**config.mk**
```make
export PLATFORM = sky130hd
export DESIGN_NAME = sbi_cell
export DESIGN_NICKNAME = d
export VERILOG_FILES = /design/src/sv/sbi_pkg.sv /design/src/sv/sbi_cell.sv
export SDC_FILE = /design/constraint.sdc
export NUM_CORES = 1
export LEC_CHECK = 0
export ABC_AREA = 1
export CORE_MARGIN = 2
export CORE_UTILIZATION = 49
export DETAILED_ROUTE_END_ITERATION = 8
export DONT_BUFFER_PORTS = 1
export GPL_ROUTABILITY_DRIVEN = 1
export SLEW_MARGIN = 0
export SYNTH_ARGS = -nofsm -noshare
export SYNTH_HDL_FRONTEND = slang
export SYNTH_SLANG_ARGS = --single-unit
```
**constraint.sdc**
```tcl
create_clock -name i_clk -period 6.9 [get_ports i_clk]
set_clock_uncertainty 0.15 [all_clocks]
set_input_delay 1.38 -clock i_clk [delete_from_list [all_inputs] [get_ports i_clk]]
set_output_delay 1.38 -clock i_clk [all_outputs]
set_load 0.03 [all_outputs]
```
**src/sv/sbi_pkg.sv**
```systemverilog
// Shared types and operation codes for the sorted breakpoint interpolator.
package sbi_pkg;

    localparam logic [1:0] OP_INSERT = 2'd0;
    localparam logic [1:0] OP_QUERY  = 2'd1;
    localparam logic [1:0] OP_CLEAR  = 2'd2;

    // Broadcast from the controller to every cell.
    typedef struct packed {
        logic               ins;   // shift-insert this cycle
        logic               clr;   // empty the table
        logic signed [31:0] pos;
        logic signed [31:0] val;
    } t_cell_cmd;

endpackage

```
**src/sv/sbi_cell.sv**
```systemverilog
// One breakpoint slot of the sorted chain: holds a point and shifts on insert.
module sbi_cell (
    input  logic                i_clk,
    input  logic                i_rst_n,
    input  sbi_pkg::t_cell_cmd  i_cmd,
    input  logic                i_prev_valid,
    input  logic                i_prev_gt,
    input  logic signed [31:0]  i_prev_pos,
    input  logic signed [31:0]  i_prev_val,
    output logic                o_valid,
    output logic                o_gt,
    output logic signed [31:0]  o_pos,
    output logic signed [31:0]  o_val
);
    logic               r_valid;
    logic signed [31:0] r_pos;
    logic signed [31:0] r_val;

    // Slot holds a point strictly above the broadcast position
    assign o_gt    = r_valid && (r_pos > i_cmd.pos);
    assign o_valid = r_valid;
    assign o_pos   = r_pos;
    assign o_val   = r_val;

    // Hold valid; fill the first empty slot on insert
    always_ff @(posedge i_clk) begin
        if (!i_rst_n || i_cmd.clr) begin
            r_valid <= 1'b0;
        end else if (i_cmd.ins && i_prev_valid) begin
            r_valid <= 1'b1;
        end
    end

    // Take the neighbour's point when it moves up, else the new point, or hold
    always_ff @(posedge i_clk) begin
        if (i_cmd.ins && i_prev_valid) begin
            if (i_prev_gt) begin
                r_pos <= i_prev_pos;
                r_val <= i_prev_val;
            end else if (o_gt || !r_valid) begin
                r_pos <= i_cmd.pos;
                r_val <= i_cmd.val;
            end
        end
    end
endmodule

```
**Yosys cells after proc, flatten, opt, wreduce, memory -nomap -nowiden**

Cells that the tools add are included.

- Word-level logic and storage cells: 16
- Memory bits (writable): 0
- Memory bits (read-only): 0
- Output and inout bits: 66
- Memories: 0
- Input port bits: 134
- Flip-flop bits (word level): 65
- Latch bits: 0

- $lt $le $gt $ge: 1
- Add/sub/neg operators: 0
- Reductions and logical operators: 8
- Multipliers: 0
- Equal/unequal tests: 0
- Bitwise gates (word level): 0
- Shift operators: 0
- Divide/modulo/power cells: 0
- Multiplexer cells: 4

Operator list:

| kind | count |
|---|---|
| $mux 32 | 4 |
| $gt 32x32->1 | 1 |
| $logic_and 1x1->1 | 2 |
| $logic_not 1->1 | 2 |
| $logic_or 1x1->1 | 2 |
| $reduce_and 2->1 | 1 |
| $reduce_bool 2->1 | 1 |

**Logic depth before layout (Yosys ltp)**

- Word-level depth: 5
- Depth in mapped cells: 16
- Depth with buffers taken out: 16

**Least setup slack after synthesis**

OpenSTA, ideal clock, no wires.

- Path kind: input port to flip-flop
- Start: input port i_cmd[63] (netlist bit)
- End: register r_pos[0], in the netlist o_pos[0], enable pin
- Path buffers: 0
- Data arrival time: 4239 ps
- Required time: 6306 ps
- Path slack: 2067 ps
- Setup time: 444 ps
- Stages: 10
- Cell sequence: inv_1 > ha_1 > a21oi_1 > o21a_1 > nand2_1 > a21oi_1 > nand2_1 > nand2_1 > nand3_2 > a21oi_2

- Word-level cells in the longest chain between the ends: 5

Ends and longest elaborated chain:

| what | RTL line | text |
|---|---|---|
| start: declaration | sbi_cell.sv:5 | `input sbi_pkg::t_cell_cmd i_cmd,` |
| $gt 32x32->1 | sbi_cell.sv:20 | `assign o_gt = r_valid && (r_pos > i_cmd.pos);` |
| $logic_and 1x1->1 | sbi_cell.sv:20 |  |
| $logic_or 1x1->1 | sbi_cell.sv:40 | `end else if (o_gt \|\| !r_valid) begin` |
| $reduce_bool 2->1 (no line) | -- |  |
| $reduce_and 2->1 (no line) | -- |  |
| end signal: assignment | sbi_cell.sv:38 | `r_pos <= i_prev_pos;` |
| end signal: assignment | sbi_cell.sv:41 | `r_pos <= i_cmd.pos;` |
| end: declaration | sbi_cell.sv:16 | `logic signed [31:0] r_pos;` |

No other way between the ends.
A chain may end at the register's enable or synchronous reset.

**Worst setup path after layout**

- Start: input port i_cmd[37] (netlist bit)
- End: output port o_gt

- Word-level cells in the longest chain between the ends: 2

Ends and longest elaborated chain:

| what | RTL line | text |
|---|---|---|
| $gt 32x32->1 | sbi_cell.sv:20 |  |
| $logic_and 1x1->1 | sbi_cell.sv:20 |  |
| end: declaration | sbi_cell.sv:11 | `output logic o_gt,` |

No other way between the ends.

==> results by stage <==
Placement:
- The number of port buffers is 0.
- At the placement stage, the worst setup path has a slack of 2430 ps.
- The number of placed instances with taps included is 414.
- The final weighted congestion in routability-driven placement is 0.727.
- The HPWL after detailed placement is 5.16 mm.

Synth:
- The post-synth net total is 491.
- In the synthesized netlist the async set-or-reset flop fraction comes to 0.
- The unique cell type count in the Yosys netlist is 21.
- After technology mapping, the gate count stands at 325.
- Sorting the synthesized cells by area gives the leading types as sky130_fd_sc_hd__edfxtp_1, sky130_fd_sc_hd__ha_1, sky130_fd_sc_hd__mux2_2.
- Yosys instantiated no cell more often than sky130_fd_sc_hd__nand2_1.
- The area share of the largest cell type after synthesis is 0.540.
- The post-synthesis sequential element count is 65.
- The Yosys step of the flow raised 0 warnings.
- The share of the yosys chip area belonging to registers is 0.546.
- In this run the mean area of a mapped cell was 10.9 µm².
- The synthesized design spends more area on one cell type than any other, namely sky130_fd_sc_hd__edfxtp_1.
- After synthesis, the most frequently instantiated cells are sky130_fd_sc_hd__nand2_1, sky130_fd_sc_hd__edfxtp_1, sky130_fd_sc_hd__inv_1.
- The most used flip-flop cell after synthesis is sky130_fd_sc_hd__edfxtp_1.
- The mapped cell area is 3560 µm².
- Yosys mapped a number of flops with a built-in enable equal to 64.

Worst setup path:
- The cell with the biggest individual delay on the critical path is sky130_fd_sc_hd__nor2_1.
- The critical path is of the in -> out type.
- Traced cell by cell, the critical path runs through inv_1 > ha_1 > a21oi_1 > nor2_1 > nor2_1 > nand2_1 > nand2_1 > nand2_1 > nand2_1 > nand2_1 > nand2_1 > nand3_2 > nor2_1.
- At the worst endpoint, the required time is 5370 ps.
- The worst setup path is captured at an output port.
- For the worst setup path, the data arrival time is 2930 ps.
- The biggest fanout along the worst timing path is 2.
- The worst setup path is launched from a primary input.
- In this design, the stage delay of the slowest critical-path cell is 440 ps.
- Among the stages of the critical path, the cell type that occurs most often is sky130_fd_sc_hd__nand2_1.

STA:
- The worst pin sits at a relative slew slack of 0.419.
- The final setup violation count is 0.
- Setup repair after global routing left no endpoint under its margin.
- The final critical path time including I/O delays and setup is 4460 ps.
- The transition time at the pin with the least slew margin is 870 ps.
- The highest achievable clock rate is 224 MHz.
- In the final timing run, aggregate negative setup slack is 0 ps.
- The number of pins with negative max-slew slack in the final report is 0.
- The final period utilization is 0.646.
- After layout, the worst setup slack is 2440 ps.
- The worst hold-check slack is 582 ps.
- The number of endpoints with negative hold slack in the final report was 0.

Pwr:
- In this run the static leakage power is 1.60 nW.
- The share of total power dissipated in combinational logic is 0.089.
- VDD sags by at most 0.120 mV.
- The share of power burned in registers is 0.541.
- The power density of the placed cells is 244 nW/µm².
- The design internal power is 702 µW.
- The proportion of power drawn by the clock network is 0.370.
- Of the total power, the share spent switching nets is 0.254.
- The analysis attributes to net switching a power of 239 µW.

Global routing:
- The total congestion overflow is 0.
- The via count of the first global-routing pass is 2,111.
- The maximum number of pins on one net before global-route repair is 97.
- For this run, the total global-route usage over all layers was measured as 0.166.
- The first global-routing pass estimated 9.76 mm of wire.
- The number of antenna violations at the first check in global routing is 0.

Drt:
- The vias after detailed routing is 2,225.
- The final routed wire length divided by cell count is 16.2 µm.
- Using the TritonRoute via totals, the vias-per-cell ratio works out to 5.17.
- The first detailed-routing pass took 4 iterations.
- The total wirelength of the detailed-routed design is 6.99 mm.
- The iteration-0 DRC count of the detailed router is 85.
- The count of nets left with antenna violations once routing finished came out at 0.
- The DRC violations left is 0.

Floorplanning:
- During I/O placement, the number of pins put on the boundary was 200.
- The die width is 89.2 µm.
- The initial core utilization is 0.499.
- The core region is 7140 µm².
- Row generation in the floorplan step produced 31 rows.
- The floorplan step defined a die boundary enclosing 7960 µm².
- The die height is 89.2 µm.

Finish:
- In the final layout, the share of cells above drive strength 1 is 0.163.
- Compared with the post-synthesis result, the final layout area differs by 8.37%.
- The number of diodes is 0.
- The count of nets after finishing is 492.
- The final instance count without filler cells is 430.

Job:
- The number of maximum-capacitance violations is 0.

CTS:
- The post-cts resize count is 0.
- The clock transition at the register clock pins on the worst setup and hold paths after CTS is 70 ps.
- The clock insertion delay at the later pin of the skew report is 340 ps.
- TritonCTS created 9 clock buffers.
- CTS placed an instance of sky130_fd_sc_hd__clkbuf_8 at the clock tree root.
- Buffers inserted to repair hold after CTS numbered 0.
- The number of levels the H-tree was split into is 3.
- In this run the post-CTS setup repair buffer count came out at 0.
- The clock passes through at most 2 buffers.
- CTS saw 65 sinks.
- The clock tree from TritonCTS is done.

Hold path:
- The class of the most critical hold timing path is reg -> reg.

Status:
- The flow ran to the end, and the final reports show no timing, DRC or antenna violations.
-- power groups by stage --
stage / registers [mW] / logic [mW] / clock network (mW)
5_1_grt: 0.512 / 0.0983 / 0.372
4_1_cts: 0.510 / 0.0851 / 0.357
3_5_place_dp: 0.518 / 0.0848 / 0
2_1_floorplan: 0.515 / 0.0765 / 0
6_report: 0.509 / 0.0837 / 0.348
3_3_place_gp: 0.518 / 0.0825 / 0
-- placed cells by master, fill, tap and decap left out --
| cell type | count |
|---|---|
| sky130_fd_sc_hd__a21o_1 | 1 |
| sky130_fd_sc_hd__a21oi_1 | 14 |
| sky130_fd_sc_hd__a21oi_4 | 1 |
| sky130_fd_sc_hd__buf_4 | 1 |
| sky130_fd_sc_hd__bufinv_16 | 2 |
| sky130_fd_sc_hd__clkbuf_1 | 1 |
| sky130_fd_sc_hd__clkbuf_8 | 9 |
| sky130_fd_sc_hd__clkinv_1 | 2 |
| sky130_fd_sc_hd__clkinv_2 | 2 |
| sky130_fd_sc_hd__clkinv_4 | 1 |
| sky130_fd_sc_hd__dfxtp_1 | 1 |
| sky130_fd_sc_hd__edfxtp_1 | 64 |
| sky130_fd_sc_hd__ha_1 | 32 |
| sky130_fd_sc_hd__inv_1 | 41 |
| sky130_fd_sc_hd__mux2_2 | 33 |
| sky130_fd_sc_hd__nand2_1 | 72 |
| sky130_fd_sc_hd__nand2_2 | 1 |
| sky130_fd_sc_hd__nand3_1 | 2 |
| sky130_fd_sc_hd__nand3_2 | 1 |
| sky130_fd_sc_hd__nand4_1 | 1 |
| sky130_fd_sc_hd__nand4_2 | 1 |
| sky130_fd_sc_hd__nor2_1 | 11 |
| sky130_fd_sc_hd__nor2_2 | 2 |
| sky130_fd_sc_hd__o21a_1 | 2 |
| sky130_fd_sc_hd__o21ai_0 | 33 |
-- critical path, delay by kind of cell --
kind | cells | cell delay [ps]
adders and majority gates | 1 | 310
and+or+nand+nor | 10 | 1060
AOI/OAI and AO/OA | 1 | 150
buffers and inverters | 1 | 40
-- flip-flops by register name, indices dropped and copies added, names as in the netlist --
name / count
o_val: 32
o_pos: 32
o_valid: 1
-- logic make-up after synthesis --
| family | Yosys count | share of synthesized area |
|---|---|---|
| AND/OR/NAND/NOR | 91 | 0.104 |
| flip-flops | 65 | 0.546 |
| buffers and inverters | 53 | 0.0587 |
| AO/OA/AOI/OAI | 51 | 0.0749 |
| multiplexers | 33 | 0.104 |
| adder cells (fa/ha/maj) | 32 | 0.113 |
-- final timing paths --
kind,from,endpoint,slack (ps),cells past startpoint
worst max-delay path,i_cmd[37],o_gt,2440,13
worst min-delay path,o_valid$_SDFFE_PP0P_,o_valid$_SDFFE_PP0P_,580,4
worst max register to register,o_pos[31]$_DFFE_PP_,o_pos[31]$_DFFE_PP_,3400,10
worst min register to register,o_valid$_SDFFE_PP0P_,o_valid$_SDFFE_PP0P_,580,4
-- per-layer routing --
metal / track usage / vias to the layer above / routed length, µm
li1: - / 1117 / -
met1: 0.190 / 982 / 2820
met2: 0.261 / 114 / 3290
met3: 0.0794 / 12 / 756
met4: 0.0814 / 0 / 123
met5: 0 / - / 0
-- cell type report --
class | count | area [µm²]
multi-input combinational | 207 | 1420
tap | 99 | 124
timing repair buffer | 1 | 7.51
clock inverter | 6 | 82.6
fill | 651 | 3280
clock buffer | 10 | 128
inverter | 42 | 158
sequential | 65 | 1940
-- metrics by stage --
stage / area [µm²] / utilization / power (mW)
2_1_floorplan: 3560 / - / 0.591
3_3_place_gp: 3650 / 0.511 / 0.601
3_5_place_dp: 3650 / 0.511 / 0.603
4_1_cts: 3860 / 0.540 / 0.952
5_1_grt: 3860 / 0.540 / 0.982
6_report: 3860 / 0.540 / 0.941
Power figures use the tool's default switching activity.
