## src/sv/sbi_div.sv

```systemverilog
// Restoring divider, one quotient bit per cycle, 64-bit by 33-bit unsigned.
module sbi_div (
    input  logic        i_clk,
    input  logic        i_rst_n,
    input  logic        i_start,
    input  logic [63:0] i_num,
    input  logic [32:0] i_den,
    output logic        o_done,
    output logic [63:0] o_quo
);
    logic [63:0] r_quo;
    logic [33:0] r_rem;
    logic [32:0] r_den;
    logic [6:0]  r_cnt;
    logic        r_busy;
    logic [33:0] w_sh;
    logic [34:0] w_sub;

    assign w_sh  = {r_rem[32:0], r_quo[63]};
    assign w_sub = {1'b0, w_sh} - {2'b00, r_den};
    assign o_quo = r_quo;

    // Advance one bit a cycle
    always_ff @(posedge i_clk) begin
        if (!i_rst_n) begin
            r_busy <= 1'b0;
            o_done <= 1'b0;
        end else begin
            o_done <= 1'b0;
            if (i_start) begin
                r_busy <= 1'b1;
                r_cnt  <= 7'd0;
            end else if (r_busy) begin
                r_cnt <= r_cnt + 7'd1;
                if (r_cnt == 7'd63) begin
                    r_busy <= 1'b0;
                    o_done <= 1'b1;
                end
            end
        end
    end

    always_ff @(posedge i_clk) begin
        if (i_start) begin
            r_quo <= i_num;
            r_rem <= '0;
            r_den <= i_den;
        end else if (r_busy) begin
            if (!w_sub[34]) begin
                r_rem <= w_sub[33:0];
                r_quo <= {r_quo[62:0], 1'b1};
            end else begin
                r_rem <= w_sh;
                r_quo <= {r_quo[62:0], 1'b0};
            end
        end
    end
endmodule

```

## config.mk

```make
export PLATFORM = sky130hd
export DESIGN_NAME = sbi_div
export DESIGN_NICKNAME = d
export VERILOG_FILES = /design/src/sv/sbi_div.sv
export SDC_FILE = /design/constraint.sdc
export NUM_CORES = 1
export LEC_CHECK = 0
export ABC_AREA = 1
export BUFFER_PORTS_ARGS = -buffer_cell sky130_fd_sc_hd__clkbuf_2
export CAP_MARGIN = 20
export CORE_AREA = 4 4 129 131
export CTS_CLUSTER_SIZE = 14
export DETAILED_ROUTE_END_ITERATION = 10
export DIE_AREA = 0 0 133 135
export PLACE_DENSITY = 0.79
export SYNTH_ARGS = -nofsm -noshare
export SYNTH_HDL_FRONTEND = slang
export SYNTH_SLANG_ARGS = --single-unit
```

## constraint.sdc

```tcl
create_clock -name i_clk -period 4 [get_ports i_clk]
set_clock_uncertainty 0.2 [all_clocks]
set_input_delay 0.4 -clock i_clk [delete_from_list [all_inputs] [get_ports i_clk]]
set_output_delay 0.4 -clock i_clk [all_outputs]
set_load 0.01 [all_outputs]
```

=== After elaboration in Yosys (flattened, before gate mapping) ===
Index checks and enable logic that the tools add are counted.

* Input port bits: 100
* Output and inout bits: 65
* Logic and storage cells: 23
* Bits in registers: 139

* Reduce and logical (&&, ||, !) cells: 3
* Equal/unequal tests: 1
* Multiplexer cells: 9
* Bitwise logic cells: 2
* Add/subtract/negate cells: 2

{| class="wikitable"
|+ Operators with widths
! kind !! number
|-
| 64-bit two-way mux || 2
|-
| 34-bit by 33-bit subtractor with 35-bit output || 1
|-
| 33-bit two-way mux || 1
|-
| 7-bit by 1-bit adder with 7-bit output, second input constant || 1
|-
| 7-bit by 6-bit == test with 1-bit output, second input constant || 1
|-
| 7-bit two-way mux || 1
|-
| 1-bit two-way mux || 5
|-
| 3-bit OR reduction || 1
|-
| 1-bit NOT || 2
|-
| 2-bit AND reduction || 1
|-
| 2-bit nonzero test || 1
|}

=== Depth between registers and ports, before layout ===
Gate-level depths: netlist (run 1).

* Depth after elaboration: 4
* Gate-level depth with buffers: 17
* Gate-level depth less buffers: 16

=== Worst setup path after synthesis (run 1) ===
Ideal clock, no wire load.

* Path type: input to register
* Start point: input i_start
* End point: register r_quo[0] (netlist: o_quo[0]) (enable)
* Data required time: 3346 ps
* Library setup time: 454 ps
* Buffers on the path: 2
* Cell stages on the path: 4
* Arrival time: 2762 ps
* Setup slack: 584 ps
* Path through: clkbuf_1 -> nor2_1 -> inv_1 -> clkbuf_1

* Word-level cells in the longest chain between the ends: 1

{| class="wikitable"
|+ RTL lines
! element !! line !! source
|-
| from (decl) || 5 || <nowiki>input logic i_start,</nowiki>
|-
| 2-bit nonzero test (no source line) || -- ||
|-
| to (signal assigned) || 45 || <nowiki>r_quo <= i_num;</nowiki>
|-
| to (signal assigned) || 51 || <nowiki>r_quo <= {r_quo[62:0], 1'b1};</nowiki>
|-
| to (signal assigned) || 54 || <nowiki>r_quo <= {r_quo[62:0], 1'b0};</nowiki>
|-
| to (decl) || 11 || <nowiki>logic [63:0] r_quo;</nowiki>
|}

No other way between the ends.
A chain may end at the register's enable or synchronous reset.

=== Worst setup path after layout (run 1) ===
* Start point: register r_den[27]
* End point: register r_rem[26]

* Word-level cells in the longest chain between the ends: 2

{| class="wikitable"
|+ RTL lines
! element !! line !! source
|-
| from (decl) || 13 || <nowiki>logic [32:0] r_den;</nowiki>
|-
| from (signal assigned) || 47 || <nowiki>r_den <= i_den;</nowiki>
|-
| 34-bit by 33-bit subtractor with 35-bit output || 20 || <nowiki>assign w_sub = {1'b0, w_sh} - {2'b00, r_den};</nowiki>
|-
| 33-bit two-way mux || 49 || <nowiki>if (!w_sub[34]) begin</nowiki>
|-
| to (signal assigned) || 50 || <nowiki>r_rem <= w_sub[33:0];</nowiki>
|-
| to (signal assigned) || 53 || <nowiki>r_rem <= w_sh;</nowiki>
|-
| to (decl) || 12 || <nowiki>logic [33:0] r_rem;</nowiki>
|}

No other way between the ends.

==> flow_summary.toml, run 1 <==
[status]
outcome = "finished clean"

[pwr]
power_density_nw_per_um2 = 369
p_int_mw = 2.86
swShare_pct = 25.8
finalPower_mw = 3.85
pwr-share-clk_pct = 42.4
p_leak_nw = 5.65
ir_drop_v = 0.000308
p_sw_uw = 993
seqPwrFrac_pct = 44.9
power_frac_comb_pct = 12.7

[cells_and_area]
mostFrequentLayoutCells = "nand2_1 (517), inv_1 (182), clkbuf_2 (163)"
drive_gt1_share_pct = 16.9
fillCellCount = 1331
syn_to_final_growth_pct = 22.8
final_util_pct = 66.9
layout_commonest_cell = "nand2_1"
nets = 1491
diodes = 0

[clock_tree]
clock_latency_ns = 0.42
hold_buffers = 33
clock-root-buffer = "clkbuf_16"
cts_resized = 0
post_cts_buffers = 0
cts_tree = "done"
cts.sinks = 139
cts_buffer_depth = 2
cts-buffers-inserted = 17
htreeDepth = 4
path_clk_slew_ns = 0.06

[placement]
port_buffers = 164
dpl.hpwl_um = 16000
globalplace.congestion = 0.914

[timing]
rsz0062_at_grt = "false"
drv_slew = 0
setup_viol = 0
whs_ns = 0.0158
tightest_slew_ns = 0.738
max_freq_ghz = 0.349
tns_ns = 0
period_needed_ns = 2.87
period_share_pct = 71.7
relSlewSlack_pct = 50.7
hold_viol_final = 0

[route]
wl_met1_um = 9630
highest_layer = "met4"
drcViolationCount = 0
wl_met2_um = 10100
via_per_inst = 4.94
vias = 7832
initialDrtViolationCount = 556
ant_nets = 0
wl_per_cell_um = 13.8
wl_um = 21900
drtPass1Iterations = 5
met3_length_um = 1750

[synth]
yosys.area.top_type = "edfxtp_1"
yosys_warnings = 0
ys_top_cells_by_area = "edfxtp_1 (37%), nand2_1 (23%), dfxtp_1 (8.2%)"
synth_edf_count = 104
ys_seq_elements = 139
syn_area_um2 = 8500
synth_async_sr_flop_share_pct = 0
yosysTopAreaCellShare_pct = 36.7
ys.flop_type = "edfxtp_1"
ys_types = 41
syn_nets = 1300
synth_area_per_cell_um2 = 7.30
seq_area_frac_synth_pct = 45.0
synthCells = 1165

[global_route]
grt_start_max_net_pins = 70
gr-total-overflow = 0
grt_pass1_wl_um = 35400
grt_util_all_layers_pct = 24.6
antenna_found_initial = 0
grt_pass1_vias = 7538

[critical_path]
crit_path_max_incr_delay_ns = 0.52
cp-end-kind = "register"
critPathMaxFanout = 36
r2r_setup_slack_ns = 1.13
path_cells = "inv_1 > ha_1 > a21oi_2 > nor2_1 > o21ai_1 > nand2_1 > nor2_8 > nand2_4 > nand3_1 > nand2_1 > nand2_1"
crit_path_frequent_cell = "nand2_1"
crit_required_ns = 4.17
start_kind = "register"
cp.arrival_ns = 3.03
cp_slowest_cell = "nor2_8"
reg2reg_depth = 11
path_class = "register to register"

[worst_hold_path]
min_delay_path_depth = 3
worstHoldPathType = "primary input to register"

[floorplan]
core-area_um2 = 15600
fp-row-count = 46
pin_count = 165
start_util_pct = 54.5
die_w_um = 133
die_h_um = 135
dieArea_um2 = 18000

[flow_run]
maxCapViolCount = 0
-- cells in the mapped netlist (2+ instances only) --
| cell type | n |
|---|---|
| nand2_4 | 2 |
| nand2_2 | 5 |
| and2_1 | 4 |
| nand2_1 | 517 |
| nor2_2 | 3 |
| nor2_4 | 2 |
| buf_2 | 5 |
| buf_1 | 2 |
| inv_1 | 183 |
| nand3_2 | 3 |
| nor2_1 | 52 |
| xnor2_1 | 13 |
| nand3b_1 | 12 |
| edfxtp_1 | 104 |
| o21ai_1 | 13 |
| xor2_1 | 2 |
| a21oi_1 | 23 |
| buf_6 | 5 |
| ha_1 | 34 |
| o21ai_0 | 5 |
| nor3_2 | 2 |
| clkbuf_1 | 17 |
| nand4_1 | 9 |
| inv_2 | 10 |
| nand3_1 | 86 |
| nor3_1 | 3 |
| dfxtp_1 | 35 |
-- worst paths after layout --
path                               start                     end
hold / removal                   i_rst_n       o_done$_SDFF_PP0_
setup / recovery     r_den[27]$_DFFE_PP_  r_rem[26]$_SDFFE_PP0P_
setup reg to reg     r_den[27]$_DFFE_PP_  r_rem[26]$_SDFFE_PP0P_
hold reg to reg   r_rem[18]$_SDFFE_PP0P_  r_rem[18]$_SDFFE_PP0P_
-- layer usage --
layer  GRT usage [%]  vias to the layer above
li1                -                     4000
met4            8.14                        0
met2            41.0                      307
met1            31.8                     3490
met5               0                        -
met3            5.92                       35
-- logic make-up after synthesis --
logic type / after synthesis / synth area share, %
and+or+nand+nor: 706 / 34.8
buffers and inverters: 224 / 10.4
DFF: 139 / 45.0
AOI/OAI and AO/OA: 46 / 2.96
adders and majority gates: 35 / 5.24
xor gates and xnor gates: 15 / 1.55
-- state kept, by name (all words and copies together), names as in the netlist --
signal,count
o_quo,64
r_den,33
r_rem,33
r_cnt,7
o_done,1
r_busy,1
-- worst max-delay path, delay by kind of cell (launching register included) --
family	cells	cell delay, ns
AO/OA/AOI/OAI	2	0.35
buffers and inverters	1	0.08
AND/OR/NAND/NOR	7	1.50
adder cells (fa/ha/maj)	1	0.31
flip-flops	1	0.37
-- layout make-up --
cell class	count	area, um^2	share of cell area (%)
Tap cell	216	270	2.59
Clock inverter	12	164	1.57
Multi-Input combinational cell	802	3790	36.3
Timing Repair Buffer	202	1220	11.7
Sequential cell	139	3820	36.6
Inverter	194	728	6.98
Clock buffer	20	437	4.18
-- stage by stage --
stage / setup WS (ns) / std cells / cell area [um^2]
detailed placement: 1.14 / 1519 / 9480
floorplan: 0.584 / 1165 / 8500
finish: 1.13 / 1585 / 10400
global route: 0.905 / 1585 / 10400
global placement: 1.25 / 1519 / 9480
CTS: 1.10 / 1584 / 10400
-- power by group through the flow --
stage / combinational (mW) / sequential, mW / clock, mW
4_1_cts: 0.487 / 1.73 / 1.65
2_1_floorplan: 0.233 / 1.78 / 0
6_report: 0.489 / 1.73 / 1.63
5_1_grt: 0.545 / 1.74 / 1.71
3_5_place_dp: 0.459 / 1.76 / 0
3_3_place_gp: 0.451 / 1.76 / 0
Note: power is estimated with default switching activity, not from simulation.
==> run 2: changes to the inputs <==
==> constraint.sdc (replaced) <==
create_clock -name i_clk -period 2.65 [get_ports i_clk]
set_clock_uncertainty 0.2 [all_clocks]
set_input_delay 0.265 -clock i_clk [delete_from_list [all_inputs] [get_ports i_clk]]
set_output_delay 0.265 -clock i_clk [all_outputs]
set_load 0.01 [all_outputs]
==> flow_summary.toml, run 2 (synthesized netlist as in run 1, its figures left out) <==
[status]
outcome = "finished clean"

[global_route]
grt_pass1_wl_um = 43000
gr-total-overflow = 0
grt_start_max_net_pins = 94
grt_pass1_vias = 8617
grt_util_all_layers_pct = 30.1
antenna_found_initial = 0

[floorplan]
dieArea_um2 = 18000
fp-row-count = 46
pin_count = 165
die_h_um = 135
start_util_pct = 54.5
core-area_um2 = 15600
die_w_um = 133

[critical_path]
reg2reg_depth = 16
critPathMaxFanout = 3
cp.arrival_ns = 2.58
start_kind = "register"
path_class = "register to register"
cp-end-kind = "register"
crit_required_ns = 2.77

[timing]
max_freq_ghz = 0.407
drv_slew = 0
setup_viol = 0
period_share_pct = 92.8
rsz0062_at_grt = "false"
fin_ws_ns = 0.192
relSlewSlack_pct = 55.1
tightest_slew_ns = 0.672
tns_ns = 0
hold_viol_final = 0
period_needed_ns = 2.46

[route]
vias = 8592
ant_nets = 0
via_per_inst = 5.17
drcViolationCount = 0
drtPass1Iterations = 5
initialDrtViolationCount = 802
wl_um = 27000
wl_per_cell_um = 16.2

[placement]
globalplace.congestion = 0.949
port_buffers = 164
place_worst_setup_slack_ns = 0.197
dpl.hpwl_um = 16800

[pwr]
p_sw_mw = 1.65
p_int_mw = 4.30
power_density_nw_per_um2 = 530
pwr-share-clk_pct = 41.1
seqPwrFrac_pct = 44.2
p_leak_nw = 6.00
power_frac_comb_pct = 14.7
ir_drop_v = 0.000461
swShare_pct = 27.7

[cells_and_area]
layout_commonest_cell = "nand2_1"
mostFrequentLayoutCells = "nand2_1 (517), inv_1 (182), clkbuf_2 (163)"
drive_gt1_share_pct = 17.2
syn_to_final_growth_pct = 32.1
diodes = 0
nets = 1568
largest_reg_flops = 64

[clock_tree]
cts.sinks = 139
post_cts_buffers = 0
htreeDepth = 4
path_clk_slew_ns = 0.07
clock-root-buffer = "clkbuf_16"
cts-buffers-inserted = 17
clock_latency_ns = 0.43
cts_tree = "done"
cts_buffer_depth = 2

[worst_hold_path]
min_delay_path_depth = 1
worstHoldPathType = "primary input to register"

[flow_run]
maxCapViolCount = 0
run 2: final timing paths:
kind / start / slack (ns) / end
hold / removal: i_start / 0.01 / r_den[21]$_DFFE_PP_
hold reg to reg: r_rem[26]$_SDFFE_PP0P_ / 0.27 / r_rem[26]$_SDFFE_PP0P_
setup reg to reg: o_quo[63]$_DFFE_PN_ / 0.19 / r_rem[30]$_SDFFE_PP0P_
setup / recovery: o_quo[63]$_DFFE_PN_ / 0.19 / r_rem[30]$_SDFFE_PP0P_
run 2: what timing repair did:
item / CTS / global route
endpoints found under the hold margin: 97 / 0
hold buffers: 97 / 0
setup endpoints to repair: 0 / 19
gates resized for setup: 0 / 2
run 2: power groups by stage:
stage / logic [mW] / registers (mW) / clock network [mW]
final: 0.876 / 2.63 / 2.45
after detailed placement: 0.716 / 2.65 / 0
after floorplan: 0.352 / 2.69 / 0
after global placement: 0.702 / 2.65 / 0
after global routing: 0.951 / 2.64 / 2.53
after CTS: 0.837 / 2.61 / 2.44
run 2: layout make-up:
type	count	area, um^2
Tap cell	216	270
Inverter	194	728
Clock inverter	14	164
Timing Repair Buffer	279	2020
Multi-Input combinational cell	802	3790
Sequential cell	139	3820
Fill cell	1111	4370
Clock buffer	18	429
run 2: layer usage:
metal | track usage (%) | routed length, um | vias to the layer above
met1 | 37.2 | 10700 | 3845
li1 | - | - | 4164
met2 | 51.3 | 12900 | 493
met3 | 6.37 | 2410 | 90
met5 | 0 | 0 | -
met4 | 13.1 | 1020 | 0
run 2: through the flow:
step	instances	instance area [um^2]	util (%)	hold WS [ns]	power [mW]
5_1_grt	1662	11200	72.0	0.00987	6.12
4_1_cts	1662	11200	71.9	0.00489	5.89
3_3_place_gp	1533	9660	61.9	0.242	3.35
3_5_place_dp	1533	9660	61.9	0.244	3.36
2_1_floorplan	1165	8500	-	0.164	3.04
6_report	1662	11200	72.0	0.0117	5.95
run 2: worst max-delay path, cell delays in order (launching register included):
cell and delay (ns):
edfxtp_1 0.39, inv_1 0.10, ha_1 0.17, inv_1 0.09, fa_2 0.38, nand2_1 0.08, nand2_1 0.08, nand3_1 0.08
nand2_1 0.12, nand2_1 0.09, nand2_1 0.14, nand2_1 0.13, nand2_1 0.06, nand2_1 0.06, nand3_1 0.07, nand2_1 0.08
nand2_1 0.05
